==> src/rtl/lcg_random_range_top_defines.svh <==
// Assertion macros for the random range generator.
// Included by files that carry concurrent assertions; expects i_clk and i_rst_n in scope.
`ifndef LCG_RANDOM_RANGE_TOP_DEFINES_SVH
`define LCG_RANDOM_RANGE_TOP_DEFINES_SVH
`ifndef SYNTH
`define LCGRR_ASSERT(lbl, prop, msg) \
    lbl: assert property (@(posedge i_clk) disable iff (!i_rst_n) prop) else $error(msg);
`define LCGRR_ASSERT_NEXT(lbl, ante, cons, msg) \
    lbl: assert property (@(posedge i_clk) disable iff (!i_rst_n) (ante) |=> (cons)) \
        else $error(msg);
`else
`define LCGRR_ASSERT(lbl, prop, msg)
`define LCGRR_ASSERT_NEXT(lbl, ante, cons, msg)
`endif
`endif

==> src/rtl/lcgrr_pkg.sv <==
// Shared constants, operation codes, state encoding and unit handshake types
// for the random range generator. No dependencies.
package lcgrr_pkg;

    localparam logic [31:0] LCG_MULT   = 32'h5D58_8B65;
    localparam int          DRAW_SHIFT = 16;
    localparam int          DIGIT_W    = 2;
    localparam int          MUL_STEPS  = 32 / DIGIT_W;
    localparam int          REM_STEPS  = DRAW_SHIFT / DIGIT_W;

    typedef enum logic [1:0] {
        OP_RANGED = 2'd0,
        OP_RAW    = 2'd1,
        OP_SEED   = 2'd2
    } t_op;

    typedef enum logic [2:0] {
        S_IDLE,
        S_DEC,
        S_MUL,
        S_RSEL,
        S_REM,
        S_ADD,
        S_FIN
    } t_state;

    typedef struct packed {
        logic start;
    } t_unit_ctl;

    typedef struct packed {
        logic busy;
        logic done;
    } t_unit_sts;

endpackage

==> src/rtl/lcgrr_if.sv <==
// Valid/ready channel interfaces for the random range generator.
// Depends on nothing; one interface per direction.
interface lcgrr_in_if;
    logic               valid;
    logic               ready;
    logic [1:0]         operation;
    logic signed [31:0] bound_a;
    logic signed [31:0] bound_b;
    logic [31:0]        seed_value;

    modport source(output valid, output operation, output bound_a, output bound_b,
                   output seed_value, input ready);
    modport sink(input valid, input operation, input bound_a, input bound_b,
                 input seed_value, output ready);
endinterface

interface lcgrr_out_if;
    logic               valid;
    logic               ready;
    logic signed [31:0] ranged_value;
    logic [31:0]        raw_value;

    modport source(output valid, output ranged_value, output raw_value, input ready);
    modport sink(input valid, input ranged_value, input raw_value, output ready);
endinterface

==> src/rtl/lcgrr_mul.sv <==
// Digit-serial multiplier: 32-bit operand times the generator constant, modulo 2^32,
// two operand bits per cycle, most significant first. Uses lcgrr_pkg.
module lcgrr_mul (
    input  logic                 i_clk,
    input  logic                 i_rst_n,
    input  lcgrr_pkg::t_unit_ctl i_ctl,
    input  logic [31:0]          i_multiplicand,
    output lcgrr_pkg::t_unit_sts o_sts,
    output logic [31:0]          o_product
);

    localparam int CntW = $clog2(lcgrr_pkg::MUL_STEPS);

    logic [31:0]     r_sh, n_sh;
    logic [31:0]     r_acc, n_acc;
    logic [CntW-1:0] r_cnt, n_cnt;
    logic            r_busy, n_busy;
    logic            r_done, n_done;

    function automatic logic [31:0] mult_digit(input logic [1:0] d);
        logic [31:0] m2;
        m2 = {lcgrr_pkg::LCG_MULT[30:0], 1'b0};
        case (d)
            2'd0:    return 32'd0;
            2'd1:    return lcgrr_pkg::LCG_MULT;
            2'd2:    return m2;
            default: return m2 + lcgrr_pkg::LCG_MULT;
        endcase
    endfunction

    always_comb begin
        n_sh   = r_sh;
        n_acc  = r_acc;
        n_cnt  = r_cnt;
        n_busy = r_busy;
        n_done = 1'b0;
        if (i_ctl.start) begin
            n_sh   = i_multiplicand;
            n_acc  = 32'd0;
            n_cnt  = '0;
            n_busy = 1'b1;
        end else if (r_busy) begin
            n_acc = {r_acc[31-lcgrr_pkg::DIGIT_W:0], {lcgrr_pkg::DIGIT_W{1'b0}}}
                    + mult_digit(r_sh[31:32-lcgrr_pkg::DIGIT_W]);
            n_sh  = {r_sh[31-lcgrr_pkg::DIGIT_W:0], {lcgrr_pkg::DIGIT_W{1'b0}}};
            n_cnt = r_cnt + 1'b1;
            if (r_cnt == CntW'(lcgrr_pkg::MUL_STEPS - 1)) begin
                n_busy = 1'b0;
                n_done = 1'b1;
            end
        end
    end

    always_ff @(posedge i_clk) begin
        if (!i_rst_n) begin
            r_cnt  <= '0;
            r_busy <= 1'b0;
            r_done <= 1'b0;
        end else begin
            r_cnt  <= n_cnt;
            r_busy <= n_busy;
            r_done <= n_done;
        end
    end

    always_ff @(posedge i_clk) begin
        r_sh  <= n_sh;
        r_acc <= n_acc;
    end

    assign o_sts.busy = r_busy;
    assign o_sts.done = r_done;
    assign o_product  = r_acc;

endmodule

==> src/rtl/lcgrr_rem.sv <==
// Restoring remainder unit: 16-bit dividend modulo a 17-bit divisor (1 to 65536),
// two dividend bits per cycle. Uses lcgrr_pkg.
module lcgrr_rem (
    input  logic                 i_clk,
    input  logic                 i_rst_n,
    input  lcgrr_pkg::t_unit_ctl i_ctl,
    input  logic [15:0]          i_dividend,
    input  logic [16:0]          i_divisor,
    output lcgrr_pkg::t_unit_sts o_sts,
    output logic [15:0]          o_remainder
);

    localparam int CntW = $clog2(lcgrr_pkg::REM_STEPS);

    logic [15:0]     r_q, n_q;
    logic [16:0]     r_div, n_div;
    logic [16:0]     r_rem, n_rem;
    logic [CntW-1:0] r_cnt, n_cnt;
    logic            r_busy, n_busy;
    logic            r_done, n_done;
    logic [16:0]     w_mid;

    function automatic logic [16:0] rem_step(input logic [16:0] rem, input logic bit_in,
                                             input logic [16:0] divisor);
        logic [17:0] t;
        t = {rem, bit_in};
        if (t >= {1'b0, divisor}) begin
            t = t - {1'b0, divisor};
        end
        return t[16:0];
    endfunction

    always_comb begin
        n_q    = r_q;
        n_div  = r_div;
        n_rem  = r_rem;
        n_cnt  = r_cnt;
        n_busy = r_busy;
        n_done = 1'b0;
        w_mid  = rem_step(r_rem, r_q[15], r_div);
        if (i_ctl.start) begin
            n_q    = i_dividend;
            n_div  = i_divisor;
            n_rem  = 17'd0;
            n_cnt  = '0;
            n_busy = 1'b1;
        end else if (r_busy) begin
            n_rem = rem_step(w_mid, r_q[14], r_div);
            n_q   = {r_q[13:0], 2'b00};
            n_cnt = r_cnt + 1'b1;
            if (r_cnt == CntW'(lcgrr_pkg::REM_STEPS - 1)) begin
                n_busy = 1'b0;
                n_done = 1'b1;
            end
        end
    end

    always_ff @(posedge i_clk) begin
        if (!i_rst_n) begin
            r_cnt  <= '0;
            r_busy <= 1'b0;
            r_done <= 1'b0;
        end else begin
            r_cnt  <= n_cnt;
            r_busy <= n_busy;
            r_done <= n_done;
        end
    end

    always_ff @(posedge i_clk) begin
        r_q   <= n_q;
        r_div <= n_div;
        r_rem <= n_rem;
    end

    assign o_sts.busy  = r_busy;
    assign o_sts.done  = r_done;
    assign o_remainder = r_rem[15:0];

endmodule

==> src/rtl/lcg_random_range_top.sv <==
// 32-bit linear congruential generator with ranged draws, raw draws and reseed.
// Depends on lcgrr_pkg, lcgrr_if, lcgrr_mul, lcgrr_rem and the assertion macro header.
//
// One transaction in gives one transaction out. The block works on one item at a time
// and takes the next once the current result has been handed to the output register,
// which holds it until taken. A ranged draw with distinct bounds passes through decode
// and bound ordering, the two-bit-per-cycle state multiplier, the two-bit-per-cycle
// remainder unit and the final add; with a span above 65536 the remainder unit is
// skipped. A raw draw uses only the multiplier. Reseed, equal bounds and unused codes
// go from decode straight to the finish step.
// The generator state is zero after reset.
`include "lcg_random_range_top_defines.svh"

module lcg_random_range_top (
    input  logic  i_clk,
    input  logic  i_rst_n,
    lcgrr_in_if.sink    i_in,
    lcgrr_out_if.source o_out
);

    lcgrr_pkg::t_state  r_state, n_state;
    lcgrr_pkg::t_op     r_op, n_op;
    logic signed [31:0] r_a, n_a;
    logic signed [31:0] r_b, n_b;
    logic [31:0]        r_seed, n_seed;
    logic signed [31:0] r_lo, n_lo;
    logic signed [31:0] r_hi, n_hi;
    logic [32:0]        r_diff, n_diff;
    logic [31:0]        r_gen, n_gen;
    logic signed [31:0] r_ranged, n_ranged;
    logic [15:0]        r_remv, n_remv;
    logic               r_out_valid, n_out_valid;
    logic signed [31:0] r_out_ranged, n_out_ranged;
    logic [31:0]        r_out_raw, n_out_raw;

    lcgrr_pkg::t_unit_ctl w_mul_ctl, w_rem_ctl;
    lcgrr_pkg::t_unit_sts w_mul_sts, w_rem_sts;
    logic [31:0]          w_product;
    logic [15:0]          w_remainder;
    logic [16:0]          w_span;

    lcgrr_mul u_mul (
        .i_clk          (i_clk),
        .i_rst_n        (i_rst_n),
        .i_ctl          (w_mul_ctl),
        .i_multiplicand (r_gen),
        .o_sts          (w_mul_sts),
        .o_product      (w_product)
    );

    lcgrr_rem u_rem (
        .i_clk       (i_clk),
        .i_rst_n     (i_rst_n),
        .i_ctl       (w_rem_ctl),
        .i_dividend  (r_gen[31:lcgrr_pkg::DRAW_SHIFT]),
        .i_divisor   (w_span),
        .o_sts       (w_rem_sts),
        .o_remainder (w_remainder)
    );

    assign w_span     = {1'b0, r_diff[15:0]} + 17'd1;
    assign i_in.ready = (r_state == lcgrr_pkg::S_IDLE);

    always_comb begin
        n_state      = r_state;
        n_op         = r_op;
        n_a          = r_a;
        n_b          = r_b;
        n_seed       = r_seed;
        n_lo         = r_lo;
        n_hi         = r_hi;
        n_diff       = {r_hi[31], r_hi} - {r_lo[31], r_lo};
        n_gen        = r_gen;
        n_ranged     = r_ranged;
        n_remv       = r_remv;
        n_out_valid  = r_out_valid;
        n_out_ranged = r_out_ranged;
        n_out_raw    = r_out_raw;
        w_mul_ctl    = '0;
        w_rem_ctl    = '0;

        if (r_out_valid && o_out.ready) begin
            n_out_valid = 1'b0;
        end

        unique case (r_state)
            lcgrr_pkg::S_IDLE: begin
                if (i_in.valid) begin
                    n_op    = lcgrr_pkg::t_op'(i_in.operation);
                    n_a     = i_in.bound_a;
                    n_b     = i_in.bound_b;
                    n_seed  = i_in.seed_value;
                    n_state = lcgrr_pkg::S_DEC;
                end
            end
            lcgrr_pkg::S_DEC: begin
                n_ranged = 32'sd0;
                unique case (r_op)
                    lcgrr_pkg::OP_RANGED: begin
                        if (r_a == r_b) begin
                            n_ranged = r_a;
                            n_state  = lcgrr_pkg::S_FIN;
                        end else begin
                            n_lo            = (r_a < r_b) ? r_a : r_b;
                            n_hi            = (r_a < r_b) ? r_b : r_a;
                            w_mul_ctl.start = 1'b1;
                            n_state         = lcgrr_pkg::S_MUL;
                        end
                    end
                    lcgrr_pkg::OP_RAW: begin
                        w_mul_ctl.start = 1'b1;
                        n_state         = lcgrr_pkg::S_MUL;
                    end
                    lcgrr_pkg::OP_SEED: begin
                        n_gen   = r_seed;
                        n_state = lcgrr_pkg::S_FIN;
                    end
                    default: begin
                        n_state = lcgrr_pkg::S_FIN;
                    end
                endcase
            end
            lcgrr_pkg::S_MUL: begin
                if (w_mul_sts.done) begin
                    n_gen   = w_product + 32'd1;
                    n_state = (r_op == lcgrr_pkg::OP_RAW) ? lcgrr_pkg::S_FIN
                                                          : lcgrr_pkg::S_RSEL;
                end
            end
            lcgrr_pkg::S_RSEL: begin
                if (r_diff[32:16] != 17'd0) begin
                    n_remv  = r_gen[31:lcgrr_pkg::DRAW_SHIFT];
                    n_state = lcgrr_pkg::S_ADD;
                end else begin
                    w_rem_ctl.start = 1'b1;
                    n_state         = lcgrr_pkg::S_REM;
                end
            end
            lcgrr_pkg::S_REM: begin
                if (w_rem_sts.done) begin
                    n_remv  = w_remainder;
                    n_state = lcgrr_pkg::S_ADD;
                end
            end
            lcgrr_pkg::S_ADD: begin
                n_ranged = r_lo + $signed({16'h0000, r_remv});
                n_state  = lcgrr_pkg::S_FIN;
            end
            lcgrr_pkg::S_FIN: begin
                if (!r_out_valid || o_out.ready) begin
                    n_out_valid  = 1'b1;
                    n_out_ranged = r_ranged;
                    n_out_raw    = r_gen;
                    n_state      = lcgrr_pkg::S_IDLE;
                end
            end
            default: begin
                n_state = lcgrr_pkg::S_IDLE;
            end
        endcase
    end

    always_ff @(posedge i_clk) begin
        if (!i_rst_n) begin
            r_state     <= lcgrr_pkg::S_IDLE;
            r_gen       <= 32'd0;
            r_out_valid <= 1'b0;
        end else begin
            r_state     <= n_state;
            r_gen       <= n_gen;
            r_out_valid <= n_out_valid;
        end
    end

    always_ff @(posedge i_clk) begin
        r_op         <= n_op;
        r_a          <= n_a;
        r_b          <= n_b;
        r_seed       <= n_seed;
        r_lo         <= n_lo;
        r_hi         <= n_hi;
        r_diff       <= n_diff;
        r_ranged     <= n_ranged;
        r_remv       <= n_remv;
        r_out_ranged <= n_out_ranged;
        r_out_raw    <= n_out_raw;
    end

    assign o_out.valid        = r_out_valid;
    assign o_out.ranged_value = r_out_ranged;
    assign o_out.raw_value    = r_out_raw;

    `LCGRR_ASSERT(a_mul_done_in_mul, w_mul_sts.done |-> (r_state == lcgrr_pkg::S_MUL), "multiplier finished outside multiply state")
    `LCGRR_ASSERT(a_rem_done_in_rem, w_rem_sts.done |-> (r_state == lcgrr_pkg::S_REM), "remainder finished outside remainder state")
    `LCGRR_ASSERT(a_mul_alive, (r_state == lcgrr_pkg::S_MUL) |-> (w_mul_sts.busy || w_mul_sts.done), "waiting on an idle multiplier")
    `LCGRR_ASSERT_NEXT(a_seed_load, (r_state == lcgrr_pkg::S_DEC) && (r_op == lcgrr_pkg::OP_SEED), r_gen == $past(r_seed), "reseed not loaded")
    `LCGRR_ASSERT(a_out_from_fin, $rose(r_out_valid) |-> $past(r_state == lcgrr_pkg::S_FIN), "result raised outside finish state")

endmodule
==> src/flat_wrapper.sv <==
// flat-port wrapper written by rule: the top's interface ports become plain ports
module lcg_random_range_top_flat 
  (i_clk, i_rst_n, i_in_valid, i_in_operation, i_in_bound_a, i_in_bound_b, i_in_seed_value, i_in_ready, o_out_valid, o_out_ranged_value, o_out_raw_value, o_out_ready);
  lcgrr_in_if i_in_i ();
  lcgrr_out_if o_out_i ();
  input  logic i_clk;
  input  logic i_rst_n;
  input wire logic [$bits(i_in_i.valid)-1:0] i_in_valid;
  input wire logic [$bits(i_in_i.operation)-1:0] i_in_operation;
  input wire logic [$bits(i_in_i.bound_a)-1:0] i_in_bound_a;
  input wire logic [$bits(i_in_i.bound_b)-1:0] i_in_bound_b;
  input wire logic [$bits(i_in_i.seed_value)-1:0] i_in_seed_value;
  output wire logic [$bits(i_in_i.ready)-1:0] i_in_ready;
  output wire logic [$bits(o_out_i.valid)-1:0] o_out_valid;
  output wire logic [$bits(o_out_i.ranged_value)-1:0] o_out_ranged_value;
  output wire logic [$bits(o_out_i.raw_value)-1:0] o_out_raw_value;
  input wire logic [$bits(o_out_i.ready)-1:0] o_out_ready;
  assign i_in_i.valid = i_in_valid;
  assign i_in_i.operation = i_in_operation;
  assign i_in_i.bound_a = i_in_bound_a;
  assign i_in_i.bound_b = i_in_bound_b;
  assign i_in_i.seed_value = i_in_seed_value;
  assign i_in_ready = i_in_i.ready;
  assign o_out_valid = o_out_i.valid;
  assign o_out_ranged_value = o_out_i.ranged_value;
  assign o_out_raw_value = o_out_i.raw_value;
  assign o_out_i.ready = o_out_ready;
  lcg_random_range_top u_core (.i_clk(i_clk), .i_rst_n(i_rst_n), .i_in(i_in_i), .o_out(o_out_i));
endmodule
==> config.mk <==
export PLATFORM = sky130hd
export DESIGN_NAME = lcg_random_range_top_flat
export DESIGN_NICKNAME = d
export VERILOG_FILES = /design/src/rtl/lcgrr_pkg.sv /design/src/rtl/lcgrr_if.sv /design/src/rtl/lcgrr_mul.sv /design/src/rtl/lcgrr_rem.sv /design/src/rtl/lcg_random_range_top.sv /design/src/flat_wrapper.sv
export VERILOG_INCLUDE_DIRS = /design/src /design/src/rtl
export SDC_FILE = /design/constraint.sdc
export NUM_CORES = 1
export LEC_CHECK = 0
export BUFFER_PORTS_ARGS = -buffer_cell sky130_fd_sc_hd__buf_4
export CAP_MARGIN = 20
export CELL_PAD_IN_SITES_DETAIL_PLACEMENT = 0
export CELL_PAD_IN_SITES_GLOBAL_PLACEMENT = 1
export CORE_MARGIN = 8
export CORE_UTILIZATION = 40
export CTS_BUF_LIST = sky130_fd_sc_hd__clkbuf_8
export CTS_CLUSTER_DIAMETER = 60
export DETAILED_ROUTE_END_ITERATION = 8
export PLACE_DENSITY = 0.69
export SLEW_MARGIN = 20
export SYNTH_ARGS = -nofsm -noshare
export SYNTH_HDL_FRONTEND = slang
export SYNTH_SLANG_ARGS = --single-unit
==> constraint.sdc <==
create_clock -name i_clk -period 5.7 [get_ports i_clk]
set_input_delay 1.14 -clock i_clk [delete_from_list [all_inputs] [get_ports i_clk]]
set_output_delay 1.14 -clock i_clk [all_outputs]
set_load 0.05 [all_outputs]
==> results.toml <==
[routing]
first_iter_violations = 1180
vias = 16892
firstDrtPassIters = 5
drc_errors = 0
ant_nets = 0
route.detailed.wl_per_inst_um = 19.6
routed_via_density = 5.22
routed_wl_mm = 63.2

[critical_path]
critPathLaunchType = "flip-flop"
reg2reg_to = "u_core.u_rem.r_rem[8]$_SDFFE_PP0P_"
cp_data_required_time_ns = 6.26
cp_max_fo = 22
end_kind = "flip-flop"
reg2reg_depth = 22
crit_path_cell_trace = "inv_1 > ha_1 > inv_1 > fa_1 > a211oi_2 > o21bai_2 > o21ai_2 > o311ai_2 > a31oi_4 > buf_4 > o21ai_0 > ha_1 > a21oi_1 > o21ai_0 > o2bb2ai_1 > nor3_2 > a21oi_1 > o22a_1 > a211o_1 > buf_4 > mux2i_1 > a211oi_1"
rrSetupSlack_ns = 0.46
critPathSlowestCell = "fa_1"
worstSetupPathType = "reg2reg"
crit_arrival_ns = 5.80
reg2reg_from = "u_core.u_rem.r_q[15]$_DFFE_PP_"
slowest_delay_ns = 0.44

[min_path]
hp-start = "u_core.r_ranged[1]$_DFFE_PP_"
hold_class = "reg2reg"
min_to = "u_core.o_out.ranged_value[1]$_DFFE_PP_"
hold_depth = 0

[synthesis]
synthCells = 2171
ys_seq_area_share_pct = 52.8
synth.distinct_cells = 85
synth_compound_area_share_pct = 11.8
synth_xor_area_share_pct = 5.37
async_flop_share_pct = 0
synth-simple-area-share_pct = 12.8
ys_top_cells_by_area = "edfxtp_1 42%, dfxtp_1 11%, ha_1 7.7%"
synth_top_family_by_area = "simple AND/OR/NAND/NOR gates"
synth_ff_type = "edfxtp_1"
ys_ff_latch = 468
synth.avg_cell_area_um2 = 11.1
synth_nets = 2426
synthAdderAreaFrac_pct = 8.08
synth_top_area_share_pct = 42.2
synth_area_um2 = 24100
yosys-mux-area-fraction_pct = 5.99
yosysWarnings = 0
yosysTopAreaCell = "edfxtp_1"
synth_edf_count = 339

[layout]
nets = 2634
layout-drive-gt1-share_pct = 16.0
area_growth_pct = 16.6
stdcell_area_um2 = 28200

[floorplanning]
dieWidth_um = 262
start_util_pct = 40.2
ios = 168
die_area_um2 = 68500
die_h_um = 262
rows = 90
coreArea_um2 = 60000

[cts]
cts_root_buf = "clkbuf_8"
cts_buffers = 83
cts_tree = "yes"
clkLatencyLatePin_ns = 0.70
cts_max_path_buffers = 3
path_clk_slew_ns = 0.06
htree_levels = 3
clock-sinks = 468
hold_buffers = 0
post_cts_buffers = 0

[global_routing]
grt_pass1_vias = 16877
grt_max_degree = 62
grt_pass1_wl_mm = 96.7
grt_overflow_total = 0
grt_usage_pct = 18.2
antenna_found_initial = 1

[job]
maxCapViolations = 0

[sta]
skew_ns = 0.0534
max_slew_margin_pct = 32.2
max_freq_mhz = 191
finalHoldViolations = 0
layout_min_cycle_time_ns = 5.24
worst_pin_slew_ns = 1.02
finalSetupTns_ns = 0
rsz0062_at_grt = "no"
fin_crit_sh_pct = 91.9
setup_violations = 0
final-max-slew-violation-count = 0

[placed_design]
gp_congestion = 0.814
io_buffers = 167
dpl_cell_area_um2 = 26300
hpwl_mm = 46.3

[power]
peakVddDrop_mv = 0.449
p_per_area_nw_per_um2 = 427
power_leakage_nw = 11.2

[run_status]
status = "finished, final reports clean"
-- where the power goes --
part	leakage [nW]	internal [W]	total, W	switching, W
Clock	1.00	0.00189	0.00336	0.00147
Combinational	6.04	0.00140	0.00347	0.00207
Sequential	4.20	0.00461	0.00519	0.000572
Total	11.2	0.00790	0.0120	0.00411
-- flip-flops by register name (all words and copies together), names as in the netlist, 4 cells and up --
name                       count
u_core.r_b                    32
u_core.u_rem.r_div            17
u_core.u_mul.r_sh             32
u_core.r_a                    32
u_core.r_gen                  32
u_core.o_out.raw_value        32
u_core.r_hi                   32
u_core.u_rem.r_q              16
u_core.u_mul.r_cnt             4
u_core.r_diff                 33
u_core.r_ranged               32
u_core.u_mul.o_product        32
u_core.u_rem.r_rem            17
u_core.o_out.ranged_value     32
u_core.r_lo                   32
u_core.r_remv                 16
u_core.r_seed                 32
-- final cells by class --
type / instances / area (um^2)
timing repair buffer: 198 / 1490
inverter: 120 / 450
tap: 782 / 978
fill: 5503 / 31900
multi-input combinational: 1508 / 10700
sequential: 468 / 12800
antenna: 1 / 2.50
clock inverter: 59 / 469
clock buffer: 97 / 1340
-- layer usage --
layer	vias up	part of all wire, %	global-route usage [%]
li1	8329	-	-
met1	8138	47	25.1
met2	346	46	29.2
met3	79	4.4	2.99
met4	0	1.9	5.39
met5	-	0	0
-- worst max-delay path by stage --
stage                                    endpoint                            from  depth (start not counted)  slack [ns]
2_1_floorplan  u_core.u_rem.r_rem[0]$_SDFFE_PP0P_  u_core.u_rem.r_q[15]$_DFFE_PP_                         22        0.56
3_3_place_gp   u_core.u_rem.r_rem[7]$_SDFFE_PP0P_  u_core.u_rem.r_q[15]$_DFFE_PP_                         22        0.35
3_5_place_dp   u_core.u_rem.r_rem[6]$_SDFFE_PP0P_  u_core.u_rem.r_q[15]$_DFFE_PP_                         21        0.27
4_1_cts        u_core.u_rem.r_rem[8]$_SDFFE_PP0P_  u_core.u_rem.r_q[15]$_DFFE_PP_                         21        0.16
5_1_grt        u_core.u_rem.r_rem[8]$_SDFFE_PP0P_  u_core.u_rem.r_q[15]$_DFFE_PP_                         23        0.07
6_report       u_core.u_rem.r_rem[8]$_SDFFE_PP0P_  u_core.u_rem.r_q[15]$_DFFE_PP_                         22        0.46
-- worst max-delay path, delay by kind of cell, from the launching register on --
kind                     cells  cell delay [ns]
AO/OA/AOI/OAI               13             2.75
adder cells (fa/ha/maj)      3             0.94
buffers and inverters        4             0.71
flip-flops                   1             0.42
multiplexers                 1             0.13
AND/OR/NAND/NOR              1             0.19
-- cell usage in the layout (no fill, tap or decap), types with 17 or more instances in the layout --
cell type / instances
nand4_1: 28
a21oi_1: 105
mux2i_1: 35
a211oi_1: 47
nand3_1: 49
ha_1: 148
nor2b_1: 47
mux2_2: 36
edfxtp_1: 339
a21o_1: 57
inv_1: 141
nor3_1: 24
xnor2_1: 95
nand2_1: 226
mux2_1: 60
xor2_1: 53
clkbuf_8: 97
o21a_1: 17
o21ai_0: 82
nor2_1: 149
buf_4: 198
dfxtp_1: 127
-- cell families after synthesis --
logic type / after synthesis
buf+inv: 195
compound gates: 432
xor+xnor: 148
simple gates: 643
fa+ha+maj: 153
mux: 132
flops: 468
-- per-stage QoR --
stage	hold WS, ns	worst slack (ns)	cells	power [W]	utilization, %
after floorplan	0.400	0.558	2171	0.00767	-
final	0.376	0.461	3233	0.0120	46.9
after CTS	0.375	0.156	3232	0.0121	46.9
after detailed placement	0.405	0.271	3076	0.00873	43.9
after global placement	0.402	0.353	3076	0.00866	43.9
after global routing	0.401	0.0659	3233	0.0127	46.9
-- Yosys cell counts (13+ instances only) --
cell type and number:
edfxtp_1 339, nand2_1 226, nor2_1 150, ha_1 148, dfxtp_1 129, inv_1 120, a21oi_1 105, xnor2_1 95
o21ai_0 82, mux2_1 60, a21o_1 58, xor2_1 53, clkbuf_1 49, nand3_1 49, a211oi_1 47, nor2b_1 47
mux2_2 36, mux2i_1 35, nand4_1 28, nor3_1 26, o21a_1 17, o21ai_1 16, o21bai_1 16, and3_1 15
nand2b_1 15, a31oi_1 14, and2_1 13, buf_2 13, nor4_1 13
-- timing repair --
item                                    4_1_cts  5_1_grt
gates resized for setup                       0        2
endpoints found under the setup margin        0       16
endpoints found under the hold margin         0        0
No activity file was read; power rests on OpenSTA's default activity.
